$ cat src/hw/rtl/kdlp_pkg.sv
`timescale 1ns / 1ps

package kdlp_pkg;

   // Configuration port
   localparam int CSR_INDEX_W = 2;
   localparam int CSR_DATA_W  = 16;

   localparam logic [CSR_INDEX_W-1:0] CSR_DEBOUNCE_TIME   = 2'd0;
   localparam logic [CSR_INDEX_W-1:0] CSR_LONG_PRESS_TIME = 2'd1;

   localparam logic [15:0] DEBOUNCE_TIME_RESET   = 16'd20;
   localparam logic [15:0] LONG_PRESS_TIME_RESET = 16'd1000;

   // Action codes
   localparam logic [1:0] ACT_SAMPLE = 2'd0;
   localparam logic [1:0] ACT_READ   = 2'd1;
   localparam logic [1:0] ACT_INIT   = 2'd2;

   // Event codes
   localparam logic [2:0] EV_NONE    = 3'd0;
   localparam logic [2:0] EV_PRESS   = 3'd1;
   localparam logic [2:0] EV_CLICK   = 3'd2;
   localparam logic [2:0] EV_RELEASE = 3'd3;
   localparam logic [2:0] EV_LONG    = 3'd4;

   typedef struct packed {
      logic [1:0]  action;
      logic        raw_level;
      logic [31:0] now_ms;
   } req_type;

   typedef struct packed {
      logic       pressed;
      logic [2:0] event_res;
   } rsp_type;

   typedef struct packed {
      logic [15:0] debounce_time_ms;
      logic [15:0] long_press_time_ms;
   } cfg_type;

endpackage

$ cat src/hw/rtl/kdlp_csr.sv
`timescale 1ns / 1ps

module kdlp_csr (
   input  logic                              clock,
   input  logic                              reset,
   input  logic                              csr_valid,
   output logic                              csr_ready,
   input  logic [kdlp_pkg::CSR_INDEX_W-1:0]  csr_index,
   input  logic [kdlp_pkg::CSR_DATA_W-1:0]   csr_wdata,
   output kdlp_pkg::cfg_type                 cfg
);
   import kdlp_pkg::*;

   cfg_type cfg_ff;
   cfg_type cfg_in;
   logic    wr_en;

   // always able to take a write
   assign csr_ready = 1'b1;
   assign wr_en     = csr_valid & csr_ready;

   // register decode
   always_comb begin
      cfg_in = cfg_ff;
      if (wr_en) begin
         unique case (csr_index)
            CSR_DEBOUNCE_TIME:   cfg_in.debounce_time_ms   = csr_wdata;
            CSR_LONG_PRESS_TIME: cfg_in.long_press_time_ms = csr_wdata;
            default:             cfg_in = cfg_ff;
         endcase
      end
   end

   always_ff @(posedge clock) begin
      if (reset) begin
         cfg_ff.debounce_time_ms   <= DEBOUNCE_TIME_RESET;
         cfg_ff.long_press_time_ms <= LONG_PRESS_TIME_RESET;
      end else begin
         cfg_ff <= cfg_in;
      end
   end

   assign cfg = cfg_ff;

endmodule

$ cat src/hw/rtl/kdlp_core.sv
`timescale 1ns / 1ps

module kdlp_core (
   input  logic              clock,
   input  logic              reset,
   input  logic              fire,
   input  kdlp_pkg::req_type item,
   input  kdlp_pkg::cfg_type cfg,
   output kdlp_pkg::rsp_type result
);
   import kdlp_pkg::*;

   logic        stable_level_ff, stable_level_in;
   logic        pressed_level_ff, pressed_level_in;
   logic        long_latched_ff, long_latched_in;
   logic [31:0] last_agree_time_ff, last_agree_time_in;
   logic [31:0] press_start_time_ff, press_start_time_in;
   logic [2:0]  pending_event_ff, pending_event_in;

   logic [31:0] agree_elapsed;
   logic [31:0] held_elapsed;
   logic        level_differs;
   logic        accept_change;
   logic        press_accepted;
   logic        long_hit;
   logic [2:0]  ev;

   // elapsed times, wrapping
   assign agree_elapsed  = item.now_ms - last_agree_time_ff;
   assign held_elapsed   = item.now_ms - press_start_time_ff;
   assign level_differs  = item.raw_level != stable_level_ff;
   assign accept_change  = level_differs && (agree_elapsed >= {16'd0, cfg.debounce_time_ms});
   assign press_accepted = accept_change && item.raw_level;

   always_comb begin
      stable_level_in     = stable_level_ff;
      pressed_level_in    = pressed_level_ff;
      long_latched_in     = long_latched_ff;
      last_agree_time_in  = last_agree_time_ff;
      press_start_time_in = press_start_time_ff;
      pending_event_in    = pending_event_ff;
      long_hit            = 1'b0;
      ev                  = EV_NONE;

      unique case (item.action)
         ACT_SAMPLE: begin
            // debounce step
            if (level_differs) begin
               if (accept_change) begin
                  stable_level_in    = item.raw_level;
                  last_agree_time_in = item.now_ms;
                  if (item.raw_level) begin
                     pressed_level_in    = 1'b1;
                     press_start_time_in = item.now_ms;
                     long_latched_in     = 1'b0;
                     pending_event_in    = EV_PRESS;
                  end else begin
                     pressed_level_in = 1'b0;
                     pending_event_in = long_latched_ff ? EV_RELEASE : EV_CLICK;
                  end
               end
            end else begin
               last_agree_time_in = item.now_ms;
            end
            // long-press test; a fresh press has zero held time, a release ends the hold
            if (press_accepted) begin
               long_hit = (cfg.long_press_time_ms == 16'd0);
            end else begin
               long_hit = pressed_level_in && !long_latched_in &&
                          (held_elapsed >= {16'd0, cfg.long_press_time_ms});
            end
            if (long_hit) begin
               long_latched_in  = 1'b1;
               pending_event_in = EV_LONG;
            end
         end
         ACT_READ: begin
            ev               = pending_event_ff;
            pending_event_in = EV_NONE;
         end
         ACT_INIT: begin
            stable_level_in     = item.raw_level;
            pressed_level_in    = item.raw_level;
            long_latched_in     = 1'b0;
            last_agree_time_in  = item.now_ms;
            press_start_time_in = item.now_ms;
            pending_event_in    = EV_NONE;
         end
         default: begin
            ev = EV_NONE;
         end
      endcase
   end

   always_ff @(posedge clock) begin
      if (reset) begin
         stable_level_ff     <= 1'b0;
         pressed_level_ff    <= 1'b0;
         long_latched_ff     <= 1'b0;
         last_agree_time_ff  <= '0;
         press_start_time_ff <= '0;
         pending_event_ff    <= EV_NONE;
      end else if (fire) begin
         stable_level_ff     <= stable_level_in;
         pressed_level_ff    <= pressed_level_in;
         long_latched_ff     <= long_latched_in;
         last_agree_time_ff  <= last_agree_time_in;
         press_start_time_ff <= press_start_time_in;
         pending_event_ff    <= pending_event_in;
      end
   end

   assign result.pressed   = pressed_level_in;
   assign result.event_res = ev;

endmodule

$ cat src/hw/rtl/key_debounce_long_press_unit.sv
`timescale 1ns / 1ps
// Key debounce and long-press detector.
// An accepted req word goes through the input register, then the state update
// into the result register, to become its rsp word.
// Throughput: one word per cycle while rsp_stall does not hold the result word.
// Reset: synchronous; clears all key state and pending event, timing registers
// return to 20 ms debounce and 1000 ms long press.
module key_debounce_long_press_unit (
   input  logic                              clock,
   input  logic                              reset,
   input  logic                              req_valid,
   output logic                              req_stall,
   input  kdlp_pkg::req_type                 req_word,
   output logic                              rsp_valid,
   input  logic                              rsp_stall,
   output kdlp_pkg::rsp_type                 rsp_word,
   input  logic                              csr_valid,
   output logic                              csr_ready,
   input  logic [kdlp_pkg::CSR_INDEX_W-1:0]  csr_index,
   input  logic [kdlp_pkg::CSR_DATA_W-1:0]   csr_wdata
);
   import kdlp_pkg::*;

   cfg_type cfg;
   req_type in_word_ff;
   logic    in_valid_ff, in_valid_in;
   rsp_type rsp_word_ff;
   logic    rsp_valid_ff, rsp_valid_in;
   rsp_type result;
   logic    req_take;
   logic    advance;

   kdlp_csr u_csr (
      .clock     (clock),
      .reset     (reset),
      .csr_valid (csr_valid),
      .csr_ready (csr_ready),
      .csr_index (csr_index),
      .csr_wdata (csr_wdata),
      .cfg       (cfg)
   );

   kdlp_core u_core (
      .clock  (clock),
      .reset  (reset),
      .fire   (advance),
      .item   (in_word_ff),
      .cfg    (cfg),
      .result (result)
   );

   // handshake control
   assign advance   = in_valid_ff && (!rsp_valid_ff || !rsp_stall);
   assign req_stall = in_valid_ff && !advance;
   assign req_take  = req_valid && !req_stall;

   always_comb begin
      in_valid_in = in_valid_ff;
      if (req_take) begin
         in_valid_in = 1'b1;
      end else if (advance) begin
         in_valid_in = 1'b0;
      end
      rsp_valid_in = rsp_valid_ff;
      if (advance) begin
         rsp_valid_in = 1'b1;
      end else if (!rsp_stall) begin
         rsp_valid_in = 1'b0;
      end
   end

   always_ff @(posedge clock) begin
      if (reset) begin
         in_valid_ff  <= 1'b0;
         rsp_valid_ff <= 1'b0;
      end else begin
         in_valid_ff  <= in_valid_in;
         rsp_valid_ff <= rsp_valid_in;
      end
   end

   // payload registers
   always_ff @(posedge clock) begin
      if (req_take) begin
         in_word_ff <= req_word;
      end
      if (advance) begin
         rsp_word_ff <= result;
      end
   end

   assign rsp_valid = rsp_valid_ff;
   assign rsp_word  = rsp_word_ff;

   // a stall on the request side only comes with a held word
   a_stall_needs_word: assert property (@(posedge clock) disable iff (reset)
      req_stall |-> in_valid_ff)
      else $error("req_stall without a held word");

   // a processed word shows up as a result next cycle
   a_advance_gives_rsp: assert property (@(posedge clock) disable iff (reset)
      advance |=> rsp_valid)
      else $error("processed word lost");

   // event codes stay in the defined range
   a_event_range: assert property (@(posedge clock) disable iff (reset)
      rsp_valid |-> (rsp_word.event_res <= EV_LONG))
      else $error("undefined event code");

   // a stalled word on the input side is held, not replaced
   a_held_input: assert property (@(posedge clock) disable iff (reset)
      (in_valid_ff && !advance) |=> $stable(in_word_ff))
      else $error("held input word changed");

endmodule

$ cat config.mk
export PLATFORM = sky130hd
export DESIGN_NAME = key_debounce_long_press_unit
export DESIGN_NICKNAME = d
export VERILOG_FILES = /design/src/hw/rtl/kdlp_pkg.sv /design/src/hw/rtl/kdlp_csr.sv /design/src/hw/rtl/kdlp_core.sv /design/src/hw/rtl/key_debounce_long_press_unit.sv
export SDC_FILE = /design/constraint.sdc
export NUM_CORES = 1
export LEC_CHECK = 0
export ABC_AREA = 1
export BUFFER_PORTS_ARGS = -buffer_cell sky130_fd_sc_hd__buf_2
export CORE_ASPECT_RATIO = 1.4
export CORE_MARGIN = 2
export CORE_UTILIZATION = 50
export CTS_CLUSTER_SIZE = 10
export DETAILED_ROUTE_END_ITERATION = 8
export PLACE_DENSITY_LB_ADDON = 0.05
export SYNTH_ARGS = -nofsm -noshare
export SYNTH_HDL_FRONTEND = slang
export SYNTH_SLANG_ARGS = --single-unit
$ cat constraint.sdc
create_clock -name clock -period 3.6 [get_ports clock]
set_input_delay 0.36 -clock clock [delete_from_list [all_inputs] [get_ports clock]]
set_output_delay 0.36 -clock clock [all_outputs]
set_load 0.01 [all_outputs]
Word-level counts from Yosys, hierarchy flattened
Index checks and enable logic that the tools add are counted.
{ "word_totals": {"latchBits": 0, "ff_bits": 143, "mem_count": 0, "output_inout_bits": 7, "rom_bits": 0, "ram_bits": 0, "word_cells": 90} }
{ "classes": {"n_mul": 0, "order_cmp": 2, "n_div": 0, "n_bitwise": 0, "n_addsub": 2, "n_shift": 0, "n_eq_ne": 11, "n_reduce_logical": 27, "muxes": 33} }
{ "ops": {"columns": ["cell", "n"], "rows": [
  ["$mux W32", 5],
  ["$pmux W32 S2", 2],
  ["$ge A32 B16 Y1", 2],
  ["$sub A32 B32 Y32", 2],
  ["$mux W1", 18],
  ["$logic_not A16 Y1", 1],
  ["$mux W3", 4],
  ["$reduce_and A4 Y1", 2],
  ["$logic_and A1 B1 Y1", 7],
  ["$ne A2 B1 Y1 const B", 3],
  ["$ne A3 B1 Y1 const B", 2],
  ["$pmux W1 S2", 3],
  ["$pmux W3 S2", 1],
  ["$reduce_and A2 Y1", 3],
  ["$reduce_bool A2 Y1", 3],
  ["$logic_not A1 Y1", 5],
  ["$reduce_and A5 Y1", 1],
  ["$eq A2 B1 Y1 const B", 2],
  ["$logic_not A2 Y1", 2],
  ["$ne A3 B3 Y1 const B", 1],
  ["$reduce_and A3 Y1", 1],
  ["$eq A2 B2 Y1 const B", 1],
  ["$ne A2 B2 Y1 const B", 1],
  ["$reduce_or A2 Y1", 1],
  ["2 further kinds", 2]
]} }

Depth between registers and ports, before layout
{ "depth": {"word_depth": 13, "mapped_depth": 32, "ltp_nobuf": 32} }

Modules after synthesis
A second synthesis with hierarchy kept.
{ "hier_totals": {"cells_unflattened": 1827, "hier_area_um2": 11352.1} }
{ "by_module_without_submodules": {"columns": ["module", "n_inst", "area_each_um2", "cells_each", "seq_area_each_um2"], "rows": [
  ["kdlp_core", 1, 8748.4, 1579, 1401.3],
  ["kdlp_csr", 1, 1341.3, 197, 640.6],
  ["key_debounce_long_press_unit", 1, 1262.5, 51, 1211.2]
]} }

Worst setup path before layout
Ideal clock, no wire load.
{ "synth_path": {"path_type": "reg2reg", "start": "register in_word_ff[0] (netlist bit)", "end": "register u_core.last_agree_time_ff[1]", "path_stages_with_launch": 26, "n_path_buf": 1, "setup_ps": 120, "arrival_time_ps": 3144, "required_time_ps": 3480, "synth_period_minus_slack_ps": 3263, "slack_ps": 337, "path_cell_list": "edfxtp_1 -> inv_1 -> ha_1 -> fa_1 -> inv_1 -> nand2_1 -> nand2_1 -> nand3_1 -> nand2_2 -> nand2_1 -> nand2_2 -> xor2_1 -> ha_1 -> a21oi_1 -> nor2_1 -> a211oi_1 -> nand3_1 -> nor2_1 -> nand2_1 -> nor2_1 -> nand2_1 -> a21boi_2 -> nor2_4 -> nor2_8 -> buf_4 -> a21oi_1"} }
{ "synth_between": {"elab_chain_cells": 5} }
{ "synth_lines": {"columns": ["element", "line_no", "text"], "rows": [
  ["start: declaration", "key_debounce_long_press_unit.sv:25", "req_type in_word_ff;"],
  ["start signal: assignment", "key_debounce_long_press_unit.sv:85", "in_word_ff <= req_word;"],
  ["$sub A32 B32 Y32", "kdlp_core.sv:29", "assign agree_elapsed = item.now_ms - last_agree_time_ff;"],
  ["$ge A32 B16 Y1", "kdlp_core.sv:32", "assign accept_change = level_differs && (agree_elapsed >= {16'd0, cfg.debounce_time_ms});"],
  ["$logic_and A1 B1 Y1", "kdlp_core.sv:32", null],
  ["$ne A3 B3 Y1 (no line)", null, null],
  ["$reduce_and A3 Y1 (no line)", null, null],
  ["end signal: assignment", "kdlp_core.sv:107", "last_agree_time_ff <= last_agree_time_in;"],
  ["end: declaration", "kdlp_core.sv:16", "logic [31:0] last_agree_time_ff, last_agree_time_in;"]
]} }
Every way passes these cells.
A chain may end at the register's enable or synchronous reset.

Worst setup path after layout
{ "layout_path": {"start": "register in_word_ff[4] (netlist bit)", "end": "register u_core.press_start_time_ff[2]"} }
{ "layout_between": {"elab_chain_cells": 5} }
{ "layout_lines": {"columns": ["element", "line_no", "text"], "rows": [
  ["$sub A32 B32 Y32", "kdlp_core.sv:29", null],
  ["$ge A32 B16 Y1", "kdlp_core.sv:32", null],
  ["$logic_and A1 B1 Y1", "kdlp_core.sv:32", null],
  ["$ne A2 B1 Y1 (no line)", null, null],
  ["$reduce_and A5 Y1 (no line)", null, null],
  ["end signal: assignment", "kdlp_core.sv:108", "press_start_time_ff <= press_start_time_in;"],
  ["end: declaration", "kdlp_core.sv:17", "logic [31:0] press_start_time_ff, press_start_time_in;"]
]} }
Every way passes these cells.

==> results.cfg <==
[floorplan]
rows = 64
die_w_um = 130
core_mm2 = 0.0218
initial_core_util = 0.508
die_h_um = 180
ioPinCount = 65
die_area_mm2 = 0.0233

[status]
violations = negative setup slack
outcome = complete, but fails checks

[route]
dr_total_vias = 11600
antenna_left = 0
drt-total-wl_um = 36700
drt-initial-drc-count = 717
viasPerCell = 5.02
post_drt_wl_per_cell_um = 15.8
drc = 0
drtPass1Iterations = 7

[synth]
yosysUniqueCellTypes = 40
post_synth_inst_count = 1729
avgSynthCellArea_um2 = 6.40
yosys_warnings = 0
ys_seq_elements = 143
yosysSeqAreaShare = 0.294
syn_nets = 1887
syn_area_mm2 = 0.0111

[setup_path]
cp_slowest_cell = edfxtp_1
worstSetupEndpointType = flop
worst-setup-path-type = flop to flop
reg2reg_to = u_core.press_start_time_ff[2]
critPathLaunchType = flop
slowest_delay_ns = 0.46
rr_worst_depth = 29
worstPathMaxFanout = 8
r2r_setup_slack_ns = -0.26
worst_path_most_repeated_cell = nand2_1
crit_arrival_ns = 4.21
cp.required_ns = 3.95
r2r-start = in_word_ff[4]

[timing]
fin_crit_sh = 1.07
tightest_slew_ns = 0.792
rsz0062_at_grt = true
max_freq_mhz = 259
period_needed_ns = 3.86
setup_viol = 71
hold_viol_final = 0
whs_ns = 0.102
slew_violations = 0
timing.final.ws_setup_ns = -0.262
clock_skew_ns = 0.00924
slew_headroom = 0.471

[finish]
drive_above_1_share = 0.274
antenna_cells = 0
regArea_mm2 = 0.00325
multi_input_area_mm2 = 0.00726
nNetsFinal = 2168
area_growth_pct = 37.1
fillCellCount = 1925

[flow_run]
max-cap-violations = 0

[grt]
grt_max_degree = 42
grt_pass1_wl_um = 55300
track_usage = 0.305
antenna_found_initial = 0
grt_pass1_vias = 11000
grt_overflow = 0

[clock_network]
ctsHoldBuffers = 0
cts_sinks = 143
clkLatencyLatePin_ns = 0.43
cts_tree = built
cts_root_buf = clkbuf_16
cts_buffers = 17
cts_max_level = 4
cts_buffer_depth = 2
path_clk_slew_ns = 0.06

[pwr]
leakagePower_uw = 0.00779
power_uw = 5840
vdd_drop_max_v = 0.000376
power_density_mw_per_mm2 = 385

[placement]
dp_hpwl_um = 27500
gp_congestion = 1.01
place.port_buffers = 63

[hold_path]
hold_path_class = input port to flop
hold_end = in_word_ff[25]
min_from = req_word[25]
min_path_cells = 1
==> layout by cell type, fill, tap and decap left out, drive strengths merged <==
cell,instances
clkinv,8
o211ai,8
ha,98
buf,287
a211oi,2
o21ai,95
and3,2
nor3,10
nand4,21
nor2,137
o21bai,4
inv,361
a21oi,138
xnor2,3
nor4,2
edfxtp,39
conb,1
a21o,3
nand3b,5
fa,2
o21a,3
nand3,65
and2,3
a21boi,1
nand2,562
xor2,29
clkbuf,28
a221oi,1
or2,1
dfxtp,104
==> synthesized netlist by cell type (all sizes together) <==
master | instances | share of area
nor4 | 2 | 0.0011
nand4 | 21 | 0.012
o211ai | 8 | 0.0054
a21oi | 138 | 0.073
xnor2 | 3 | 0.0024
ha | 98 | 0.11
and3 | 2 | 0.0011
nor3 | 10 | 0.0054
buf | 13 | 0.0085
clkbuf | 16 | 0.0054
nor2 | 137 | 0.050
edfxtp | 39 | 0.11
dfxtp | 104 | 0.19
nand2 | 562 | 0.19
or2 | 1 | 0.00057
a221oi | 1 | 0.00079
a21o | 3 | 0.0020
o21ai | 95 | 0.043
nand3 | 65 | 0.030
a21boi | 1 | 0.0010
and2 | 3 | 0.0017
o21bai | 4 | 0.0027
inv | 361 | 0.12
fa | 2 | 0.0036
nand3b | 5 | 0.0034
conb | 1 | 0.00034
o21a | 3 | 0.0020
a211oi | 2 | 0.0014
xor2 | 29 | 0.023
==> cell families after synthesis <==
kind of cell / Yosys count / synth area share
AOI/OAI and AO/OA: 255 / 0.132
xor gates and xnor gates: 32 / 0.0253
adders and majority gates: 100 / 0.114
buffers and inverters: 390 / 0.136
DFF: 143 / 0.294
other: 1 / 0.000339
and+or+nand+nor: 808 / 0.298
==> critical path, delay by kind of cell (launching register included) <==
kind,cells,cell delay [ns]
AOI/OAI and AO/OA,3,0.34
xor gates and xnor gates,1,0.21
adders and majority gates,2,0.62
buffers and inverters,4,0.37
DFF,1,0.46
and+or+nand+nor,19,1.78
==> sequential cells by signal (all words and copies together) (netlist names) <==
| name | flops |
|---|---|
| in_valid_ff | 1 |
| in_word_ff | 35 |
| rsp_valid | 1 |
| rsp_word | 4 |
| u_core.last_agree_time_ff | 32 |
| u_core.long_latched_ff | 1 |
| u_core.pending_event_ff | 3 |
| u_core.press_start_time_ff | 32 |
| u_core.pressed_level_ff | 1 |
| u_core.stable_level_ff | 1 |
| u_csr.cfg | 32 |
==> stage by stage <==
| stage | cell area (um^2) | std cells | TNS [ns] | setup WS, ns | utilization |
|---|---|---|---|---|---|
| 2_1_floorplan | 11100 | 1729 | 0 | 0.337 | - |
| 3_3_place_gp | 12900 | 2234 | -15.19 | -0.324 | 0.595 |
| 3_5_place_dp | 12900 | 2234 | -20.37 | -0.412 | 0.595 |
| 4_1_cts | 14600 | 2311 | -14.10 | -0.268 | 0.671 |
| 5_1_grt | 15200 | 2320 | -26.69 | -0.432 | 0.696 |
| 6_report | 15200 | 2320 | -12.93 | -0.262 | 0.696 |
==> worst max-delay path by stage <==
| stage | slack [ns] | startpoint | to |
|---|---|---|---|
| after detailed placement | -0.41 | in_word_ff[4] | u_core.last_agree_time_ff[0] |
| after floorplan | 0.34 | in_word_ff[0] | u_core.last_agree_time_ff[1] |
| after global routing | -0.43 | in_word_ff[14] | u_core.last_agree_time_ff[12] |
| after global placement | -0.32 | in_word_ff[4] | u_core.last_agree_time_ff[0] |
| after CTS | -0.27 | in_word_ff[0] | u_core.last_agree_time_ff[6] |
| final | -0.26 | in_word_ff[4] | u_core.press_start_time_ff[2] |
==> what timing repair did <==
action,CTS,global route
buffers inserted,40,10
gates cloned,7,4
setup endpoints to repair,71,71
pin swaps,59,76
resized for setup,122,143
==> power breakdown <==
part,internal (uW),leakage (uW),switching [uW]
clock,965,0.000272,707
sequential,1750,0.00123,50.8
combinational,1020,0.00629,1340
total,3740,0.00779,2100
==> area by class of cell <==
type,instances,share of cell area
multi-input cells,1196,0.479
clock buffers,24,0.0326
well taps,297,0.0245
flip-flops and latches,143,0.214
repair buffers,291,0.157
inverters,361,0.0895
clock inverters,8,0.00388
==> routing by layer <==
layer  global-route usage  vias up  routed length, um
met4                0.122        0               1490
met3               0.0310       84               1150
met2                0.555      265              19300
met1                0.358     5353              14800
met5                    0        -                  0
li1                     -     5946                  -
Note: power is estimated with default switching activity, not from simulation.
